--- src/rtl/tvu_pkg.sv ---
// Shared widths, constants and the divider pipeline beat type for the TSDF voxel update core.
package tvu_pkg;

  localparam int TsdfW   = 16;
  localparam int WeightW = 8;
  localparam int DistW   = 17;
  localparam int TruncW  = 13;
  localparam int DenW    = 22;
  localparam int RemW    = 38;
  localparam int QuoW    = 16;

  localparam logic [TruncW-1:0] TruncReset = 13'd246;
  localparam logic [QuoW-1:0]   QMax       = 16'd32767;

  typedef struct packed {
    logic                 valid;
    logic                 fuse;
    logic                 neg;
    logic [RemW-1:0]      rem;
    logic [DenW-1:0]      den;
    logic [QuoW-1:0]      quo;
    logic [TsdfW-1:0]     raw_tsdf;
    logic [WeightW-1:0]   raw_weight;
    logic [WeightW-1:0]   new_weight;
  } div_beat_t;

endpackage

--- src/rtl/tvu_div_step.sv ---
// One registered restoring-division stage that resolves a single quotient bit.
module tvu_div_step #(
  parameter int BIT = 0
) (
  input  logic                clk,
  input  logic                rst,
  input  logic                en,
  input  tvu_pkg::div_beat_t  din,
  output tvu_pkg::div_beat_t  dout
);

  logic [tvu_pkg::RemW-1:0] dsh;
  logic                     fits;
  tvu_pkg::div_beat_t       dout_next;

  always_comb begin
    dsh       = tvu_pkg::RemW'(din.den) << BIT;
    fits      = din.rem >= dsh;
    dout_next = din;
    if (fits) begin
      dout_next.rem      = din.rem - dsh;
      dout_next.quo[BIT] = 1'b1;
    end
  end

  always_ff @(posedge clk) begin
    if (rst) begin
      dout.valid <= 1'b0;
    end else if (en) begin
      dout <= dout_next;
    end
  end

endmodule

--- config.mk ---
export PLATFORM = sky130hd
export DESIGN_NAME = tvu_div_step
export DESIGN_NICKNAME = d
export VERILOG_FILES = /design/src/rtl/tvu_pkg.sv /design/src/rtl/tvu_div_step.sv
export SDC_FILE = /design/constraint.sdc
export NUM_CORES = 1
export LEC_CHECK = 0
export BUFFER_PORTS_ARGS = -buffer_cell sky130_fd_sc_hd__clkbuf_2
export CAP_MARGIN = 25
export CORE_MARGIN = 5
export CORE_UTILIZATION = 33
export DETAILED_ROUTE_END_ITERATION = 12
export HOLD_SLACK_MARGIN = 0.06
export PLACE_DENSITY = 0.63
export SLEW_MARGIN = 20
export SYNTH_ARGS = -nofsm -noshare
export SYNTH_HDL_FRONTEND = slang
export SYNTH_SLANG_ARGS = --single-unit
--- constraint.sdc ---
create_clock -name clk -period 9.9 [get_ports clk]
set_input_delay 1.485 -clock clk [delete_from_list [all_inputs] [get_ports clk]]
set_output_delay 1.485 -clock clk [all_outputs]
set_load 0.02 [all_outputs]
==> flow_summary.yaml <==
sta:
  setup_repair_after_global_routing_missed_its_margin: "no"
  max_freq_mhz: 212
  slew_headroom_pct: 38.0
  slew_violations: 0
  finalSetupViolations: 0
  clk_skew_ps: 0
  report.final.hold_viol_count: 0
  totalNegativeSetupSlack_ps: 0
  finalWorstSetupSlack_ps: 5180
  tightest_slew_ps: 931
  finalCriticalPeriod_ps: 4720
  period_utilization_pct: 47.7
detailed_routing:
  detail_route.iter0.violations: 189
  remaining_drc_errors: 0
  drtAntennaViolNets: 0
  route.detailed.vias_per_inst: 4.70
  average_wire_length_per_cell_after_detail_routing_um: 16.0
  wl_um: 13700
  num_vias: 4007
  dr.pass1.iters: 4
die:
  die_area_um2: 18500
  dieHeight_um: 136
  core_area_um2: 15700
  fp.dieW_um: 136
  initial_standard_cell_utilization_of_the_core_pct: 33.4
  boundaryPins: 225
  floorplan.rows: 46
clock_tree:
  cts_post_setup_buffers_inserted: 0
  cts_root_buffer: "sky130_fd_sc_hd__clkbuf_16"
  cts_tree: "built"
  insertion_delay_ps: 350
  cts-buffers-inserted: 9
  cts.sink_count: 111
  buffer_depth_of_the_longest_clock_path: 2
  cts_hold_bufs: 0
  clkTransAtPathRegs_ps: 80
  cts-htree-levels: 3
  post_cts_resized: 0
pwr:
  power.total_w: 0.00117
  power_leakage_nw: 2.99
  p_per_area_nw_per_um2: 169
  vdd.ir_drop.worst_mv: 0.0700
critical_path:
  cp.arrival_ps: 4810
  required_ps: 9990
  regToRegEndpoint: "dout[110]$_SDFFE_PP0P_"
  critical_path.startpoint_type: "input port"
  critical_path_class: "input port to flip-flop"
  ff2ff_setup_slack_ps: 9270
  crit_path_start: "din[70]"
  worst-path-max-fanout: 42
  critical_register_to_register_path_startpoint: "dout[110]$_SDFFE_PP0P_"
  reg2reg_depth: 2
  timing.critical_path.to_type: "flip-flop"
synthesis:
  cell_area_synth_um2: 5250
  yosys_most_used_dff: "sky130_fd_sc_hd__edfxtp_1"
  synth.ff_latch_count: 111
  synth_cells: 408
  postSynthNetCount: 545
  synth-edff-count: 110
  synth.yosys.warnings: 0
  asyncSetResetFlopFracSynth_pct: 0
  yosysSeqAreaShare_pct: 63.4
  syn-mean-instance-area_um2: 12.9
  synth.lib_cells_used.distinct: 51
placement:
  dp_cells: 835
  detailedPlacementHpwl_um: 10800
  routability_congestion_estimate_from_global_placement: 0.838
  io_buffers: 224
  pre_cts_ws_ps: 4780
final_layout:
  multiInputGateArea_um2: 1780
  layoutNonFillerInstCount: 852
  layout.core_utilization_pct: 44.0
  fillCellCount: 1534
  register_area_um2: 3320
  mostFrequentLayoutCell: "sky130_fd_sc_hd__clkbuf_2"
  layout_common_cells: "sky130_fd_sc_hd__clkbuf_2, sky130_fd_sc_hd__edfxtp_1, sky130_fd_sc_hd__a21oi_1"
  layout-drive-gt1-share_pct: 40.1
  nets: 768
  largest_reg_flops: 111
  insertedDiodeCount: 0
  area_growth_syn_to_layout_pct: 31.9
  top_regs: "dout: 111 flops"
  register_with_the_highest_flop_count: "dout"
hold_path:
  min_path_cells: 2
  min_from: "dout[110]$_SDFFE_PP0P_"
  hold_path_class: "flip-flop to flip-flop"
  hold_path_sink: "dout[110]$_SDFFE_PP0P_"
global_routing:
  grt_overflow: 0
  grt_start_max_net_pins: 71
  vias_in_the_first_global_route: 4098
  grtUsageTotal_pct: 14.5
  number_of_antenna_violations_at_the_first_check_in_global_routing: 1
  grt_first_pass_wirelength_um: 20900
status:
  run_status: "finished clean"
flow_run:
  max_cap_viol_count: 0
==> per-layer routing <==
metal	GRT usage, %	wire (um)
met1	17.3	5560
met5	0	9
met2	24.1	6590
met3	5.18	1310
met4	5.60	197
==> how the worst max path moves through the flow <==
stage	endpoint
6_report	dout[107]$_DFFE_PP_
5_1_grt	dout[107]$_DFFE_PP_
4_1_cts	dout[107]$_DFFE_PP_
3_5_place_dp	dout[107]$_DFFE_PP_
3_3_place_gp	dout[107]$_DFFE_PP_
2_1_floorplan	dout[0]$_DFFE_PP_
==> through the flow <==
| step | hold WS, ps | cell area (um^2) |
|---|---|---|
| final | 557 | 6920 |
| after global routing | 592 | 6920 |
| after CTS | 562 | 6900 |
| after detailed placement | 543 | 6590 |
| after global placement | 482 | 6590 |
| after floorplan | 579 | 5250 |
==> critical path: stages <==
cell and delay [ps]:
sky130_fd_sc_hd__clkbuf_2 90, sky130_fd_sc_hd__inv_1 50, sky130_fd_sc_hd__ha_1 150, sky130_fd_sc_hd__inv_1 50, sky130_fd_sc_hd__fa_1 420, sky130_fd_sc_hd__a211oi_1 290
sky130_fd_sc_hd__o211ai_1 130, sky130_fd_sc_hd__a221oi_1 650, sky130_fd_sc_hd__o2111ai_1 240, sky130_fd_sc_hd__a21oi_2 230, sky130_fd_sc_hd__nand2_2 490, sky130_fd_sc_hd__nor4b_1 360
sky130_fd_sc_hd__xor2_1 170
==> cell usage after synthesis, types with 2 or more instances <==
library cell	count	area, um^2
sky130_fd_sc_hd__xor2_1	10	87.6
sky130_fd_sc_hd__xnor2_1	25	219
sky130_fd_sc_hd__a211oi_1	2	15.0
sky130_fd_sc_hd__nand2b_1	6	37.5
sky130_fd_sc_hd__a31oi_1	6	37.5
sky130_fd_sc_hd__a21o_1	12	90.1
sky130_fd_sc_hd__or3b_2	2	17.5
sky130_fd_sc_hd__nor2b_1	2	12.5
sky130_fd_sc_hd__nor3b_1	2	15.0
sky130_fd_sc_hd__nor4_1	4	25.0
sky130_fd_sc_hd__or3_1	3	18.8
sky130_fd_sc_hd__o2111ai_1	2	17.5
sky130_fd_sc_hd__nand4_1	7	43.8
sky130_fd_sc_hd__nand3_1	9	45.0
sky130_fd_sc_hd__inv_1	24	90.1
sky130_fd_sc_hd__edfxtp_1	110	3300
sky130_fd_sc_hd__mux2_4	4	60.1
sky130_fd_sc_hd__clkbuf_1	12	45.0
sky130_fd_sc_hd__ha_1	22	275
sky130_fd_sc_hd__a21oi_1	37	185
sky130_fd_sc_hd__nor3_1	8	40.0
sky130_fd_sc_hd__nor2_1	33	124
sky130_fd_sc_hd__or2_2	2	12.5
sky130_fd_sc_hd__nand2_1	20	75.1
sky130_fd_sc_hd__o21ai_0	11	55.1
sky130_fd_sc_hd__nand3b_1	2	15.0
sky130_fd_sc_hd__or4_4	2	22.5
sky130_fd_sc_hd__o211ai_1	6	45.0
==> layout make-up <==
class	count	share of cell area, %
Sequential cell	111	48.0
Tap cell	216	3.91
Clock inverter	6	1.12
Clock buffer	10	3.31
Inverter	24	1.30
Timing Repair Buffer	226	16.6
Multi-Input combinational cell	259	25.7
==> logic make-up after synthesis <==
group | synth area share, %
mux | 1.55
fa+ha+maj | 5.63
compound gates | 9.78
simple gates | 10.9
buf+inv | 2.89
xor+xnor | 5.84
flops | 63.4
==> where the power goes <==
group | leakage [nW] | internal (W) | total, W | switching (W)
Combinational | 1.80 | 0.0000878 | 0.000227 | 0.000139
Clock | 0.147 | 0.000202 | 0.000375 | 0.000174
Sequential | 1.04 | 0.000561 | 0.000569 | 0.00000868
(Power assumes the default switching activity.)
